**src/rtl/core/dual_channel_pulse_tachometer_core_defines.svh**
```systemverilog
// Assertion macros for the tachometer core.
`ifndef DUAL_CHANNEL_PULSE_TACHOMETER_CORE_DEFINES_SVH
`define DUAL_CHANNEL_PULSE_TACHOMETER_CORE_DEFINES_SVH

// Same-cycle implication, ignored while reset is held.
`define DCPT_ASSERT_NOW(label, clk, rst_n, ante, cons) \
  label: assert property (@(posedge clk) disable iff (!rst_n) (ante) |-> (cons)) \
    else $error("tachometer core: same-cycle check failed");

// Next-cycle implication, ignored while reset is held.
`define DCPT_ASSERT_NEXT(label, clk, rst_n, ante, cons) \
  label: assert property (@(posedge clk) disable iff (!rst_n) (ante) |=> (cons)) \
    else $error("tachometer core: next-cycle check failed");

`endif

```
**src/rtl/core/dcpt_pkg.sv**
```systemverilog
package dcpt_pkg;

  // Fixed field widths
  localparam int TIME_W  = 32;
  localparam int SUM_W   = 32;
  localparam int FREQ_W  = 32;
  localparam int RPM_W   = 32;
  localparam int MODE_W  = 2;
  localparam int CFG_IDX_W  = 2;
  localparam int CFG_DATA_W = 16;
  localparam int WIN_W   = 16;
  localparam int THR_W   = 16;
  localparam int PPR_W   = 8;

  localparam int FREQ_FRAC_BITS    = 8;
  localparam int PULSE_COUNT_WIDTH = 16;

  // Numerator widths for the shared divider
  localparam int US_PER_S    = 1000000;
  localparam int US_W        = 20;
  localparam int RPM_PER_HZ  = 60;
  localparam int FREQ_NUM_W  = PULSE_COUNT_WIDTH + US_W + FREQ_FRAC_BITS;
  localparam int RPM_NUM_W   = FREQ_W + 6;
  localparam int DIV_NUM_W   = (FREQ_NUM_W > RPM_NUM_W) ? FREQ_NUM_W : RPM_NUM_W;
  localparam int DIV_W       = 32;
  localparam int HI_W        = DIV_NUM_W - DIV_W;
  localparam int CMP_W       = (HI_W > DIV_W) ? HI_W : DIV_W;
  localparam int DIV_STEPS   = DIV_W;
  localparam int DIV_CNT_W   = $clog2(DIV_STEPS);

  // Event kinds
  localparam logic [MODE_W-1:0] MODE_PORT = 2'd0;
  localparam logic [MODE_W-1:0] MODE_STBD = 2'd1;
  localparam logic [MODE_W-1:0] MODE_POLL = 2'd2;

  // Register indexes
  localparam logic [CFG_IDX_W-1:0] REG_WINDOW_MS = 2'd0;
  localparam logic [CFG_IDX_W-1:0] REG_THRESHOLD = 2'd1;
  localparam logic [CFG_IDX_W-1:0] REG_PPR       = 2'd2;

  localparam logic [WIN_W-1:0] WINDOW_MS_RST = 16'd1000;
  localparam logic [THR_W-1:0] THRESHOLD_RST = 16'd77;
  localparam logic [PPR_W-1:0] PPR_RST       = 8'd4;

  typedef struct packed {
    logic             start;
    logic [DIV_W-1:0] hi;
    logic [DIV_W-1:0] lo;
    logic [DIV_W-1:0] dvs;
  } div_req_t;

  typedef struct packed {
    logic             done;
    logic [DIV_W-1:0] quot;
  } div_rsp_t;

endpackage

```
**src/rtl/core/dcpt_if.sv**
```systemverilog
interface dcpt_in_if;
  import dcpt_pkg::*;
  logic              valid;
  logic              ready;
  logic [MODE_W-1:0] mode;
  logic [TIME_W-1:0] time_us;
  logic [TIME_W-1:0] time_ms;
  modport source (output valid, mode, time_us, time_ms, input ready);
  modport sink   (input valid, mode, time_us, time_ms, output ready);
endinterface

interface dcpt_out_if;
  import dcpt_pkg::*;
  logic             valid;
  logic             ready;
  logic             window_closed;
  logic             changed;
  logic [RPM_W-1:0] port_rpm;
  logic [RPM_W-1:0] starboard_rpm;
  modport source (output valid, window_closed, changed, port_rpm, starboard_rpm,
                  input ready);
  modport sink   (input valid, window_closed, changed, port_rpm, starboard_rpm,
                  output ready);
endinterface

interface dcpt_cfg_if;
  import dcpt_pkg::*;
  logic                  valid;
  logic                  ready;
  logic [CFG_IDX_W-1:0]  index;
  logic [CFG_DATA_W-1:0] data;
  modport source (output valid, index, data, input ready);
  modport sink   (input valid, index, data, output ready);
endinterface

```
**src/rtl/core/dcpt_acc.sv**
```systemverilog
module dcpt_acc (
  input  logic                                 clk,
  input  logic                                 rst_n,
  input  logic                                 hit,
  input  logic [dcpt_pkg::TIME_W-1:0]          t_us,
  input  logic                                 clear,
  output logic [dcpt_pkg::SUM_W-1:0]           sum,
  output logic [dcpt_pkg::PULSE_COUNT_WIDTH-1:0] cnt
);
  import dcpt_pkg::*;

  logic [SUM_W-1:0]             sum_r, sum_nxt;
  logic [PULSE_COUNT_WIDTH-1:0] cnt_r, cnt_nxt;
  logic [TIME_W-1:0]            last_r, last_nxt;
  logic [TIME_W-1:0]            gap;
  logic [SUM_W:0]               sum_wide;

  assign gap      = t_us - last_r;
  assign sum_wide = {1'b0, sum_r} + {1'b0, gap};

  always_comb begin
    sum_nxt  = sum_r;
    cnt_nxt  = cnt_r;
    last_nxt = last_r;
    if (clear) begin
      sum_nxt = '0;
      cnt_nxt = '0;
    end else if (hit) begin
      // saturate both the duration and the pulse count
      sum_nxt  = sum_wide[SUM_W] ? '1 : sum_wide[SUM_W-1:0];
      last_nxt = t_us;
      if (cnt_r != '1) cnt_nxt = cnt_r + 1'b1;
    end
  end

  always_ff @(posedge clk) begin
    if (!rst_n) begin
      sum_r  <= '0;
      cnt_r  <= '0;
      last_r <= '0;
    end else begin
      sum_r  <= sum_nxt;
      cnt_r  <= cnt_nxt;
      last_r <= last_nxt;
    end
  end

  assign sum = sum_r;
  assign cnt = cnt_r;

endmodule

```
**src/rtl/core/dcpt_div.sv**
```systemverilog
module dcpt_div (
  input  logic               clk,
  input  logic               rst_n,
  input  dcpt_pkg::div_req_t req,
  output dcpt_pkg::div_rsp_t rsp
);
  import dcpt_pkg::*;

  // Restoring divider, one quotient bit a cycle. The high part of the
  // dividend must already be below the divisor.
  logic [DIV_W-1:0]     rem_r, rem_nxt;
  logic [DIV_W-1:0]     quo_r, quo_nxt;
  logic [DIV_W-1:0]     dvs_r, dvs_nxt;
  logic [DIV_CNT_W-1:0] cnt_r, cnt_nxt;
  logic                 busy_r, busy_nxt;
  logic                 done_r, done_nxt;
  logic [DIV_W:0]       shifted;
  logic [DIV_W:0]       diff;
  logic                 ge;

  assign shifted = {rem_r, quo_r[DIV_W-1]};
  assign diff    = shifted - {1'b0, dvs_r};
  assign ge      = shifted >= {1'b0, dvs_r};

  always_comb begin
    rem_nxt  = rem_r;
    quo_nxt  = quo_r;
    dvs_nxt  = dvs_r;
    cnt_nxt  = cnt_r;
    busy_nxt = busy_r;
    done_nxt = 1'b0;
    if (req.start) begin
      rem_nxt  = req.hi;
      quo_nxt  = req.lo;
      dvs_nxt  = req.dvs;
      cnt_nxt  = '0;
      busy_nxt = 1'b1;
    end else if (busy_r) begin
      rem_nxt = ge ? diff[DIV_W-1:0] : shifted[DIV_W-1:0];
      quo_nxt = {quo_r[DIV_W-2:0], ge};
      cnt_nxt = cnt_r + 1'b1;
      if (cnt_r == DIV_CNT_W'(DIV_STEPS - 1)) begin
        busy_nxt = 1'b0;
        done_nxt = 1'b1;
      end
    end
  end

  always_ff @(posedge clk) begin
    if (!rst_n) begin
      busy_r <= 1'b0;
      done_r <= 1'b0;
      cnt_r  <= '0;
    end else begin
      busy_r <= busy_nxt;
      done_r <= done_nxt;
      cnt_r  <= cnt_nxt;
    end
  end

  always_ff @(posedge clk) begin
    rem_r <= rem_nxt;
    quo_r <= quo_nxt;
    dvs_r <= dvs_nxt;
  end

  assign rsp.done = done_r;
  assign rsp.quot = quo_r;

endmodule

```
**src/rtl/core/dual_channel_pulse_tachometer_core.sv**
```systemverilog
// Two-channel engine tachometer (port and starboard). An edge item adds the
// microsecond gap since that channel's previous edge to its duration and
// counts a pulse; the block is ready again at once for the next item.
// A poll item closes the window once window_ms has elapsed, works out each
// channel's frequency (pulses * 1e6 / duration, 8 fractional bits,
// truncating, zero for an idle channel), clears both accumulators and
// replaces the held frequencies together if either moved by more than
// change_threshold. Every poll returns one result item with the rpm of the
// held frequencies (freq * 60 / pulses_per_rev, saturating). All quotients
// come from one shared restoring divider giving one bit a cycle: a poll
// inside the window runs two rpm divisions, a poll that closes it four
// (two frequency and two rpm divisions), fewer when a channel is idle or
// saturates. A finished result sits in the output register while the next
// item is taken.
`include "dual_channel_pulse_tachometer_core_defines.svh"

module dual_channel_pulse_tachometer_core (
  input  logic              clk,
  input  logic              rst_n,
  dcpt_in_if.sink           in_if,
  dcpt_out_if.source        out_if,
  dcpt_cfg_if.sink          cfg_if
);
  import dcpt_pkg::*;

  // Sequencer states
  localparam logic [2:0] S_IDLE   = 3'd0;
  localparam logic [2:0] S_LOAD   = 3'd1;
  localparam logic [2:0] S_CHECK  = 3'd2;
  localparam logic [2:0] S_RUN    = 3'd3;
  localparam logic [2:0] S_STORE  = 3'd4;
  localparam logic [2:0] S_DECIDE = 3'd5;
  localparam logic [2:0] S_DONE   = 3'd6;

  // Divisions, in the order they are run
  localparam logic [1:0] JOB_PF = 2'd0;
  localparam logic [1:0] JOB_SF = 2'd1;
  localparam logic [1:0] JOB_PR = 2'd2;
  localparam logic [1:0] JOB_SR = 2'd3;

  // Configuration
  logic [WIN_W-1:0] win_r, win_nxt;
  logic [THR_W-1:0] thr_r, thr_nxt;
  logic [PPR_W-1:0] ppr_r, ppr_nxt;

  // Sequencer and held state
  logic [2:0]        state_r, state_nxt;
  logic [1:0]        job_r, job_nxt;
  logic [TIME_W-1:0] wstart_r, wstart_nxt;
  logic [FREQ_W-1:0] held_p_r, held_p_nxt;
  logic [FREQ_W-1:0] held_s_r, held_s_nxt;
  logic              closed_r, closed_nxt;
  logic              chg_r, chg_nxt;

  // Working payload
  logic [DIV_NUM_W-1:0] n_r, n_nxt;
  logic [DIV_W-1:0]     d_r, d_nxt;
  logic                 zero_r, zero_nxt;
  logic [DIV_W-1:0]     res_r, res_nxt;
  logic [FREQ_W-1:0]    pf_r, pf_nxt;
  logic [FREQ_W-1:0]    sf_r, sf_nxt;
  logic [RPM_W-1:0]     prpm_r, prpm_nxt;
  logic [RPM_W-1:0]     srpm_r, srpm_nxt;

  // Output register
  logic             out_valid_r, out_valid_nxt;
  logic             out_closed_r, out_closed_nxt;
  logic             out_chg_r, out_chg_nxt;
  logic [RPM_W-1:0] out_prpm_r, out_prpm_nxt;
  logic [RPM_W-1:0] out_srpm_r, out_srpm_nxt;

  // Accumulator hook-up
  logic                         in_acc;
  logic                         acc_clear;
  logic [SUM_W-1:0]             p_sum, s_sum;
  logic [PULSE_COUNT_WIDTH-1:0] p_cnt, s_cnt;

  // Operand selection
  logic [PULSE_COUNT_WIDTH-1:0] sel_cnt;
  logic [SUM_W-1:0]             sel_sum;
  logic [FREQ_W-1:0]            sel_freq;
  logic [FREQ_NUM_W-1:0]        freq_num;
  logic [RPM_NUM_W-1:0]         rpm_num;
  logic [DIV_W-1:0]             ppr_eff;
  logic [HI_W-1:0]              n_hi;
  logic                         sat;
  logic [TIME_W-1:0]            elapsed;
  logic [FREQ_W-1:0]            dp, ds;
  logic                         moved;

  div_req_t div_req;
  div_rsp_t div_rsp;

  assign in_acc        = in_if.valid && in_if.ready;
  assign in_if.ready   = (state_r == S_IDLE);
  assign cfg_if.ready  = 1'b1;
  assign acc_clear     = (state_r == S_DECIDE);

  dcpt_acc u_acc_port (
    .clk   (clk),
    .rst_n (rst_n),
    .hit   (in_acc && (in_if.mode == MODE_PORT)),
    .t_us  (in_if.time_us),
    .clear (acc_clear),
    .sum   (p_sum),
    .cnt   (p_cnt)
  );

  dcpt_acc u_acc_stbd (
    .clk   (clk),
    .rst_n (rst_n),
    .hit   (in_acc && (in_if.mode == MODE_STBD)),
    .t_us  (in_if.time_us),
    .clear (acc_clear),
    .sum   (s_sum),
    .cnt   (s_cnt)
  );

  dcpt_div u_div (
    .clk   (clk),
    .rst_n (rst_n),
    .req   (div_req),
    .rsp   (div_rsp)
  );

  // Pick the channel for the current job; one constant multiply per job
  assign sel_cnt  = (job_r == JOB_PF) ? p_cnt : s_cnt;
  assign sel_sum  = (job_r == JOB_PF) ? p_sum : s_sum;
  assign sel_freq = (job_r == JOB_PR) ? held_p_r : held_s_r;
  assign freq_num = FREQ_NUM_W'(FREQ_NUM_W'(sel_cnt) * FREQ_NUM_W'(US_PER_S))
                    << FREQ_FRAC_BITS;
  assign rpm_num  = RPM_NUM_W'(RPM_NUM_W'(sel_freq) * RPM_NUM_W'(RPM_PER_HZ));
  assign ppr_eff  = (ppr_r == '0) ? DIV_W'(1) : DIV_W'(ppr_r);

  // Quotient overflows 32 bits exactly when the high part reaches the divisor
  assign n_hi = n_r[DIV_NUM_W-1:DIV_W];
  assign sat  = CMP_W'(n_hi) >= CMP_W'(d_r);

  assign elapsed = in_if.time_ms - wstart_r;

  assign dp    = (held_p_r > pf_r) ? (held_p_r - pf_r) : (pf_r - held_p_r);
  assign ds    = (held_s_r > sf_r) ? (held_s_r - sf_r) : (sf_r - held_s_r);
  assign moved = (dp > FREQ_W'(thr_r)) || (ds > FREQ_W'(thr_r));

  assign div_req.start = (state_r == S_CHECK) && !zero_r && !sat;
  assign div_req.hi    = DIV_W'(n_hi);
  assign div_req.lo    = n_r[DIV_W-1:0];
  assign div_req.dvs   = d_r;

  // Configuration writes
  always_comb begin
    win_nxt = win_r;
    thr_nxt = thr_r;
    ppr_nxt = ppr_r;
    if (cfg_if.valid && cfg_if.ready) begin
      unique case (cfg_if.index)
        REG_WINDOW_MS: win_nxt = cfg_if.data[WIN_W-1:0];
        REG_THRESHOLD: thr_nxt = cfg_if.data[THR_W-1:0];
        REG_PPR:       ppr_nxt = cfg_if.data[PPR_W-1:0];
        default:       ;
      endcase
    end
  end

  // Sequencer
  always_comb begin
    state_nxt  = state_r;
    job_nxt    = job_r;
    wstart_nxt = wstart_r;
    held_p_nxt = held_p_r;
    held_s_nxt = held_s_r;
    closed_nxt = closed_r;
    chg_nxt    = chg_r;
    n_nxt      = n_r;
    d_nxt      = d_r;
    zero_nxt   = zero_r;
    res_nxt    = res_r;
    pf_nxt     = pf_r;
    sf_nxt     = sf_r;
    prpm_nxt   = prpm_r;
    srpm_nxt   = srpm_r;

    out_valid_nxt  = out_valid_r;
    out_closed_nxt = out_closed_r;
    out_chg_nxt    = out_chg_r;
    out_prpm_nxt   = out_prpm_r;
    out_srpm_nxt   = out_srpm_r;

    // drop the result once it has been taken
    if (out_valid_r && out_if.ready) out_valid_nxt = 1'b0;

    unique case (state_r)
      S_IDLE: begin
        // edges go straight to the accumulators; unused mode is dropped
        if (in_acc && (in_if.mode == MODE_POLL)) begin
          chg_nxt   = 1'b0;
          state_nxt = S_LOAD;
          if (elapsed >= TIME_W'(win_r)) begin
            closed_nxt = 1'b1;
            wstart_nxt = in_if.time_ms;
            job_nxt    = JOB_PF;
          end else begin
            closed_nxt = 1'b0;
            job_nxt    = JOB_PR;
          end
        end
      end
      S_LOAD: begin
        if ((job_r == JOB_PF) || (job_r == JOB_SF)) begin
          n_nxt    = DIV_NUM_W'(freq_num);
          d_nxt    = DIV_W'(sel_sum);
          zero_nxt = (sel_cnt == '0) || (sel_sum == '0);
        end else begin
          n_nxt    = DIV_NUM_W'(rpm_num);
          d_nxt    = ppr_eff;
          zero_nxt = 1'b0;
        end
        state_nxt = S_CHECK;
      end
      S_CHECK: begin
        if (zero_r) begin
          res_nxt   = '0;
          state_nxt = S_STORE;
        end else if (sat) begin
          res_nxt   = '1;
          state_nxt = S_STORE;
        end else begin
          state_nxt = S_RUN;
        end
      end
      S_RUN: begin
        if (div_rsp.done) begin
          res_nxt   = div_rsp.quot;
          state_nxt = S_STORE;
        end
      end
      S_STORE: begin
        unique case (job_r)
          JOB_PF: begin
            pf_nxt    = res_r;
            job_nxt   = JOB_SF;
            state_nxt = S_LOAD;
          end
          JOB_SF: begin
            sf_nxt    = res_r;
            state_nxt = S_DECIDE;
          end
          JOB_PR: begin
            prpm_nxt  = res_r;
            job_nxt   = JOB_SR;
            state_nxt = S_LOAD;
          end
          default: begin
            srpm_nxt  = res_r;
            state_nxt = S_DONE;
          end
        endcase
      end
      S_DECIDE: begin
        // accumulators clear here; held pair replaced together
        if (moved) begin
          chg_nxt    = 1'b1;
          held_p_nxt = pf_r;
          held_s_nxt = sf_r;
        end
        job_nxt   = JOB_PR;
        state_nxt = S_LOAD;
      end
      S_DONE: begin
        // hold until the output register is free
        if (!out_valid_r || out_if.ready) begin
          out_valid_nxt  = 1'b1;
          out_closed_nxt = closed_r;
          out_chg_nxt    = chg_r;
          out_prpm_nxt   = prpm_r;
          out_srpm_nxt   = srpm_r;
          state_nxt      = S_IDLE;
        end
      end
      default: state_nxt = S_IDLE;
    endcase
  end

  always_ff @(posedge clk) begin
    if (!rst_n) begin
      win_r       <= WINDOW_MS_RST;
      thr_r       <= THRESHOLD_RST;
      ppr_r       <= PPR_RST;
      state_r     <= S_IDLE;
      job_r       <= JOB_PF;
      wstart_r    <= '0;
      held_p_r    <= '0;
      held_s_r    <= '0;
      out_valid_r <= 1'b0;
    end else begin
      win_r       <= win_nxt;
      thr_r       <= thr_nxt;
      ppr_r       <= ppr_nxt;
      state_r     <= state_nxt;
      job_r       <= job_nxt;
      wstart_r    <= wstart_nxt;
      held_p_r    <= held_p_nxt;
      held_s_r    <= held_s_nxt;
      out_valid_r <= out_valid_nxt;
    end
  end

  // Payload registers, no reset
  always_ff @(posedge clk) begin
    closed_r     <= closed_nxt;
    chg_r        <= chg_nxt;
    n_r          <= n_nxt;
    d_r          <= d_nxt;
    zero_r       <= zero_nxt;
    res_r        <= res_nxt;
    pf_r         <= pf_nxt;
    sf_r         <= sf_nxt;
    prpm_r       <= prpm_nxt;
    srpm_r       <= srpm_nxt;
    out_closed_r <= out_closed_nxt;
    out_chg_r    <= out_chg_nxt;
    out_prpm_r   <= out_prpm_nxt;
    out_srpm_r   <= out_srpm_nxt;
  end

  assign out_if.valid         = out_valid_r;
  assign out_if.window_closed = out_closed_r;
  assign out_if.changed       = out_chg_r;
  assign out_if.port_rpm      = out_prpm_r;
  assign out_if.starboard_rpm = out_srpm_r;

  // Divider only reports back while the sequencer waits for it
  `DCPT_ASSERT_NOW(a_div_done_in_run, clk, rst_n, div_rsp.done, state_r == S_RUN)
  // A change can only be reported by a poll that closed the window
  `DCPT_ASSERT_NOW(a_chg_needs_close, clk, rst_n, out_valid_r && out_chg_r, out_closed_r)
  // A poll starts the sequencer on the next cycle
  `DCPT_ASSERT_NEXT(a_poll_starts, clk, rst_n, in_acc && (in_if.mode == MODE_POLL),
                    state_r == S_LOAD)
  // A finished poll lands in the output register once it is free
  `DCPT_ASSERT_NEXT(a_done_fills_out, clk, rst_n, (state_r == S_DONE) && !out_valid_r,
                    out_valid_r && (state_r == S_IDLE))

endmodule
```
**src/flat_wrapper.sv**
```systemverilog
// flat-port wrapper written by rule: the top's interface ports become plain ports
module dual_channel_pulse_tachometer_core_flat import dcpt_pkg::*;
  (clk, rst_n, in_if_valid, in_if_mode, in_if_time_us, in_if_time_ms, in_if_ready, out_if_valid, out_if_window_closed, out_if_changed, out_if_port_rpm, out_if_starboard_rpm, out_if_ready, cfg_if_valid, cfg_if_index, cfg_if_data, cfg_if_ready);
  dcpt_in_if in_if_i ();
  dcpt_out_if out_if_i ();
  dcpt_cfg_if cfg_if_i ();
  input  logic clk;
  input  logic rst_n;
  input wire logic [$bits(in_if_i.valid)-1:0] in_if_valid;
  input wire logic [$bits(in_if_i.mode)-1:0] in_if_mode;
  input wire logic [$bits(in_if_i.time_us)-1:0] in_if_time_us;
  input wire logic [$bits(in_if_i.time_ms)-1:0] in_if_time_ms;
  output wire logic [$bits(in_if_i.ready)-1:0] in_if_ready;
  output wire logic [$bits(out_if_i.valid)-1:0] out_if_valid;
  output wire logic [$bits(out_if_i.window_closed)-1:0] out_if_window_closed;
  output wire logic [$bits(out_if_i.changed)-1:0] out_if_changed;
  output wire logic [$bits(out_if_i.port_rpm)-1:0] out_if_port_rpm;
  output wire logic [$bits(out_if_i.starboard_rpm)-1:0] out_if_starboard_rpm;
  input wire logic [$bits(out_if_i.ready)-1:0] out_if_ready;
  input wire logic [$bits(cfg_if_i.valid)-1:0] cfg_if_valid;
  input wire logic [$bits(cfg_if_i.index)-1:0] cfg_if_index;
  input wire logic [$bits(cfg_if_i.data)-1:0] cfg_if_data;
  output wire logic [$bits(cfg_if_i.ready)-1:0] cfg_if_ready;
  assign in_if_i.valid = in_if_valid;
  assign in_if_i.mode = in_if_mode;
  assign in_if_i.time_us = in_if_time_us;
  assign in_if_i.time_ms = in_if_time_ms;
  assign in_if_ready = in_if_i.ready;
  assign out_if_valid = out_if_i.valid;
  assign out_if_window_closed = out_if_i.window_closed;
  assign out_if_changed = out_if_i.changed;
  assign out_if_port_rpm = out_if_i.port_rpm;
  assign out_if_starboard_rpm = out_if_i.starboard_rpm;
  assign out_if_i.ready = out_if_ready;
  assign cfg_if_i.valid = cfg_if_valid;
  assign cfg_if_i.index = cfg_if_index;
  assign cfg_if_i.data = cfg_if_data;
  assign cfg_if_ready = cfg_if_i.ready;
  dual_channel_pulse_tachometer_core u_core (.clk(clk), .rst_n(rst_n), .in_if(in_if_i), .out_if(out_if_i), .cfg_if(cfg_if_i));
endmodule
```
**config.mk**
```make
export PLATFORM = sky130hd
export DESIGN_NAME = dual_channel_pulse_tachometer_core_flat
export DESIGN_NICKNAME = d
export VERILOG_FILES = /design/src/rtl/core/dcpt_pkg.sv /design/src/rtl/core/dcpt_if.sv /design/src/rtl/core/dcpt_acc.sv /design/src/rtl/core/dcpt_div.sv /design/src/rtl/core/dual_channel_pulse_tachometer_core.sv /design/src/flat_wrapper.sv
export VERILOG_INCLUDE_DIRS = /design/src /design/src/rtl/core
export SDC_FILE = /design/constraint.sdc
export NUM_CORES = 2
export LEC_CHECK = 0
export BUFFER_PORTS_ARGS = -buffer_cell sky130_fd_sc_hd__buf_2
export CAP_MARGIN = 20
export CORE_MARGIN = 2
export CORE_UTILIZATION = 50
export DETAILED_ROUTE_END_ITERATION = 10
export GPL_ROUTABILITY_DRIVEN = 0
export PLACE_DENSITY = 0.69
export SYNTH_ARGS = -nofsm -noshare
export SYNTH_HDL_FRONTEND = slang
export SYNTH_HIERARCHICAL = 1
export SYNTH_SLANG_ARGS = --single-unit
```
**constraint.sdc**
```tcl
create_clock -name clk -period 7.1 [get_ports clk]
set_clock_uncertainty 0.15 [all_clocks]
set_input_delay 0.355 -clock clk [delete_from_list [all_inputs] [get_ports clk]]
set_output_delay 0.355 -clock clk [all_outputs]
set_load 0.01 [all_outputs]
```
---- After elaboration in Yosys (flattened, before gate mapping) ----
Index checks and enable logic that the tools add are counted.
storage, ports and cells
  logic and storage cells ................. 175
  register bits after elaboration ......... 710
  output and inout port bits .............. 69
cells by class
  bitwise operators ....................... 4
  $lt $le $gt $ge ......................... 7
  equal/unequal tests ..................... 21
  mux-type cells .......................... 41
  $mul .................................... 2
  add/subtract/negate cells ............... 13
  reductions and logical operators ........ 49
operators by type and width
  operator                  number
  $mux W32                  13
  $sub A32 B32 Y32          8
  $add A32 B32 Y33          2
  $gt A32 B16 Y1            2
  $gt A32 B32 Y1            2
  $pmux W32 S2              1
  $mux W38                  1
  $mul A32 B4 Y36 const B   1
  $ge A33 B32 Y1            1
  $add A16 B1 Y16 const B   2
  $ge A12 B32 Y1            1
  $ge A32 B16 Y1            1
  $logic_not A32 Y1         1
  $ne A16 B16 Y1 const B    2
  $mul A16 B14 Y30 const B  1
  $reduce_and A2 Y1         14
  $mux W12                  2
  $pmux W3 S7               1
  $logic_not A16 Y1         1
  $mux W16                  1
  $mux W3                   5
  $reduce_and A3 Y1         5
  $mux W1                   10
  $eq A3 B3 Y1 const B      3
  other kinds (26)          56

---- Logic depth before layout (Yosys ltp) ----
  depth after elaboration ................. 6
  gate-level depth with buffers ........... 32
  depth with buffers taken out ............ 28

---- Modules after synthesis ----
Netlist, hierarchy kept.
by module, submodules not included
  module                              seq. area each (sq um)  cells each  area an instance (sq um)  instances
  dual_channel_pulse_tachometer_core  11941.5                 3453        33310.7                   1
  dcpt_acc at u_core.u_acc_stbd       1601.5                  807         6281.0                    1
  dcpt_acc at u_core.u_acc_port       1601.5                  800         6267.3                    1
  dcpt_div                            3022.9                  576         6128.4                    1

---- Least setup slack after synthesis ----
OpenSTA, ideal clock, no wires.
  path kind ............................... register to register
  start point ............................. register u_core.job_r[1]
  end point ............................... register u_core.n_r[42], data pin
  cell stages (with the launch flop) ...... 25
  path slack .............................. -0.162 ns
  required time ........................... 6.680 ns
  clock period less this slack ............ 7.262 ns
  buffers on the path ..................... 2
  arrival ................................. 6.842 ns
  path through ............................ dfxtp_1 clkbuf_1 nor2_1 clkbuf_1 mux2i_1 fa_1 fa_1 inv_1 fa_1 fa_1 ha_1 inv_1 fa_1 inv_1 ha_1 a21o_1 a21oi_1 o21ai_0 a41o_1 o41ai_1 o21ai_0 a21o_1 nor4_1 or3_1 a21oi_1
between the ends
  cells in the longest elaborated chain, start to end .. 3
  elaborated cells on any way between the ends .. 5
RTL lines
  what                    line                                                                                  text
  from (decl)             dual_channel_pulse_tachometer_core.sv:48                                              logic [1:0] job_r, job_nxt;
  from (signal assigned)  dual_channel_pulse_tachometer_core.sv:300                                             job_r <= job_nxt;
  $logic_not A2 Y1        dual_channel_pulse_tachometer_core.sv:127, dual_channel_pulse_tachometer_core.sv:209
  $mux W16                dual_channel_pulse_tachometer_core.sv:127                                             assign sel_cnt = (job_r == JOB_PF) ? p_cnt : s_cnt;
  $mul A16 B14 Y30        dual_channel_pulse_tachometer_core.sv:130                                             assign freq_num = FREQ_NUM_W'(FREQ_NUM_W'(sel_cnt) * FREQ_NUM_W'(US_PER_S))
  to (signal assigned)    dual_channel_pulse_tachometer_core.sv:312                                             n_r <= n_nxt;
  to (decl)               dual_channel_pulse_tachometer_core.sv:56                                              logic [DIV_NUM_W-1:0] n_r, n_nxt;
Several ways; a longest one is shown, not always the timed one.
A chain may end at the register's enable or synchronous reset.

---- Worst setup path in the final report ----
  start point ............................. register u_core.held_p_r[0]
  end point ............................... register u_core.held_s_r[6]
between the ends
  cells in the longest elaborated chain, start to end .. 5
  elaborated cells on any way between the ends .. 7
RTL lines
  what                                                line                                       text
  from (decl)                                         dual_channel_pulse_tachometer_core.sv:50   logic [FREQ_W-1:0] held_p_r, held_p_nxt;
  from (signal assigned)                              dual_channel_pulse_tachometer_core.sv:302  held_p_r <= held_p_nxt;
  $sub A32 B32 Y32 or $gt A32 B32 Y1 (tied branches)  dual_channel_pulse_tachometer_core.sv:141  assign dp = (held_p_r > pf_r) ? (held_p_r - pf_r) : (pf_r - held_p_r);
  $mux W32 (*)                                        dual_channel_pulse_tachometer_core.sv:141
  $gt A32 B16 Y1 (*)                                  dual_channel_pulse_tachometer_core.sv:143  assign moved = (dp > FREQ_W'(thr_r)) || (ds > FREQ_W'(thr_r));
  $logic_or A1 B1 Y1 (*)                              dual_channel_pulse_tachometer_core.sv:143
  $reduce_and A2 Y1 (no source line) (*)              n/a
  to (signal assigned)                                dual_channel_pulse_tachometer_core.sv:303  held_s_r <= held_s_nxt;
  to (decl)                                           dual_channel_pulse_tachometer_core.sv:51   logic [FREQ_W-1:0] held_s_r, held_s_nxt;
Mark *: on every way between the ends. The rest lies on a longest branch, timed or not.

==> metrics.cfg <==
[run_status]
status=finished clean

[timing]
period_needed_ps=6770
tightest_slew_ps=1180
hold_viol=0
rsz0062_at_grt=false
fin_setup_tns_ps=0
fmax_ghz=0.148
post-route-period-util_pct=95.4
maxSlewViolCount=0
relSlewSlack_pct=21.6
setup_viol=0

[detailed_routing]
routed_wl_mm=136
vias=41803
wl_per_cell_microns=18.6
drc_errors=0
drtPass1Iterations=6
via_per_inst=5.75
antenna_left=0
drt_iter0_markers=3279

[cts]
cts_inserted_buffers=78
cts_buffer_depth=3
clock_latency_ps=670
htree_levels=3
cts_tree=built
root_buffer=clkbuf_16
cts_sinks=708
clk_pin_slew_ps=60

[yosys]
yosysMostFrequentCell=nand2_1
synth_top_family_by_area=compound AO/OA/AOI/OAI gates
synth-compound-area-share_pct=19.1
muxShareOfSynthArea_pct=4.47
synth_common_cells=nand2_1, ha_1, inv_1
synth_top_area_cell=edfxtp_1
synthAdderAreaFrac_pct=17.8
ys_seq_area_share_pct=34.9
ys_ff_latch=708
synth_cells=5636
yosys.area_share.simple_pct=13.2
synth_cell_types=102
synth-xor-area-share_pct=4.85
synthTopCellsByArea=edfxtp_1, ha_1, dfxtp_1
async_reset_ff_share_pct=0
syn-cell-area_sq_mm=0.0520
synth_edf_count=399
synth-main-ff-cell=edfxtp_1
syn_avg_cell_area_sq_um=9.22
ys_warn_count=6
yosys.area.top_type_share_pct=23.0

[layout]
drive_above_1_share_pct=9.56
postLayoutCoreUtil_pct=56.0
fillerInstances=9149
nNetsFinal=6573
syn_to_final_growth_pct=11.3
n_antenna_cell=0

[floorplan]
pin_count=158
floorplan.initialDensity_pct=50.3
die_h_microns=326
num_rows=118
die-area_sq_mm=0.107
die_w_microns=326
core_area_sq_mm=0.103

[worst_setup_path]
cp_max_fo=41
cp.arrival_ps=7150
start_kind=register
critical_path_class=reg -> reg
crit_slowest_cell=o31a_2
crit_path_end_kind=register
required_ps=7470
crit_top_cell=a31oi_1
reg2reg_depth=30
crit_path_max_incr_delay_ps=430
critPathBufInv=5
cpLargestDelayFamily=compound AO/OA/AOI/OAI gates
path_depth=30

[hold_path]
worstHoldPathCells=2
min_path_type=in -> reg

[place]
portBuffers=156
hpwl_mm=103

[power]
ir_drop_mv=0.293
switching_power_w=0.00355
seq_power_share_pct=42.1
power.internal_w=0.00819
power_leakage_nw=24.6
clkPwrFrac_pct=36.0
comb_power_share_pct=21.9
powerDensity_mw_per_mm2=203
switching_share_pct=30.2

[grt]
grt_pass1_wl_mm=215
antenna_found_initial=0
grt_pass1_vias=40158
track_usage_pct=24.9
grt_max_degree=242
overflow=0

[flow_run]
max_cap_violations=0

## final timing paths
kind | start | end | slack, ps
hold / removal | rst_n | u_core/u_acc_port/last_r[9] | 50
setup / recovery | u_core/held_p_r[0] | u_core/held_s_r[6] | 330
hold reg to reg | u_core/srpm_r[14] | u_core/out_if.starboard_rpm[14] | 240
setup reg to reg | u_core/held_p_r[0] | u_core/held_s_r[6] | 330
## state kept, by name, summed over array words and instances (netlist names), 32 cells and up
name / count
u_core/n_r: 42
u_core/d_r: 32
u_core/held_p_r: 32
u_core/held_s_r: 32
u_core/out_if.port_rpm: 32
u_core/out_if.starboard_rpm: 32
u_core/pf_r: 32
u_core/prpm_r: 32
u_core/res_r: 32
u_core/sf_r: 32
u_core/srpm_r: 32
u_core/u_acc_port/last_r: 32
u_core/u_acc_port/sum: 32
u_core/u_acc_stbd/last_r: 32
u_core/u_acc_stbd/sum: 32
u_core/u_div/dvs_r: 32
u_core/u_div/quo_r: 32
u_core/u_div/rem_r: 32
u_core/wstart_r: 32
## power by group through the flow
stage          sequential (W)  clock [W]  combinational, W
2_1_floorplan         0.00490          0           0.00192
3_3_place_gp          0.00501          0           0.00245
3_5_place_dp          0.00502          0           0.00250
4_1_cts               0.00494    0.00431           0.00255
5_1_grt               0.00496    0.00447           0.00286
6_report              0.00494    0.00422           0.00257
## final cells by class
class                      instances  area [sq um]  share of cell area, %
inverter                         507          1900                   3.29
clock buffer                     103          2210                   3.82
timing repair buffer             317          2250                   3.89
multi-input combinational       4209         31100                   53.8
sequential                       708         18200                   31.4
tap                             1380          1730                   2.98
clock inverter                    43           490                  0.848
## kinds of logic (layout without fill, tap and decap cells)
logic type | count (synthesis) | count (layout)
and+or+nand+nor | 1500 | 1500
other | 2 | 23
DFF | 708 | 708
xor gates and xnor gates | 288 | 288
buffers and inverters | 740 | 970
muxes | 227 | 227
adders and majority gates | 663 | 663
AOI/OAI and AO/OA | 1508 | 1508
## placed cells by master (no fill, tap or decap), types with 38 or more instances in the layout
cell | Yosys | final
nand4_1 | 70 | 70
buf_4 | 7 | 75
nor4_1 | 40 | 39
nor2b_1 | 51 | 45
clkbuf_16 | 0 | 81
o21a_1 | 38 | 38
a21boi_0 | 105 | 105
nand2b_1 | 54 | 53
a21o_1 | 172 | 172
mux2i_1 | 185 | 185
nor3_1 | 69 | 65
nor2_1 | 300 | 296
ha_1 | 537 | 532
inv_1 | 506 | 505
mux2_2 | 42 | 42
dlygate4sd3_1 | 0 | 80
o21bai_1 | 50 | 50
buf_2 | 26 | 155
a211oi_1 | 63 | 63
nand2_1 | 667 | 666
xnor2_1 | 169 | 169
nand3_1 | 94 | 94
a21oi_1 | 413 | 412
fa_1 | 126 | 126
dfxtp_1 | 309 | 306
o21ai_0 | 292 | 292
a31oi_1 | 56 | 55
edfxtp_1 | 399 | 399
a31o_2 | 44 | 44
xor2_1 | 119 | 119
## metal layers
layer	share of wire, %	GRT usage (%)	wire, microns	up-vias
li1	-	-	-	20378
met1	45	34.6	61600	19881
met2	45	40.5	61600	1304
met3	6.2	3.07	8370	240
met4	2.9	7.64	3900	0
met5	0	0	0	-
## metrics by stage
stage               setup slack [ps]  cell area [sq um]  hold slack [ps]  cells  power [W]
floorplan                       1.47              52100              250   5657    0.00682
global placement                 574              54300              250   7037    0.00746
detailed placement               338              54300              255   7038    0.00752
finish                           326              57800             46.5   7267     0.0117
CTS                              311              57800             18.1   7264     0.0118
global route                    7.18              57800             78.4   7267     0.0123
## what timing repair did
item	in CTS	in global routing
hold endpoints to repair	136	0
resized for setup	0	8
setup buffers	0	1
setup endpoints to repair	0	58
hold buffers	80	0
Power figures use the tool's default switching activity.
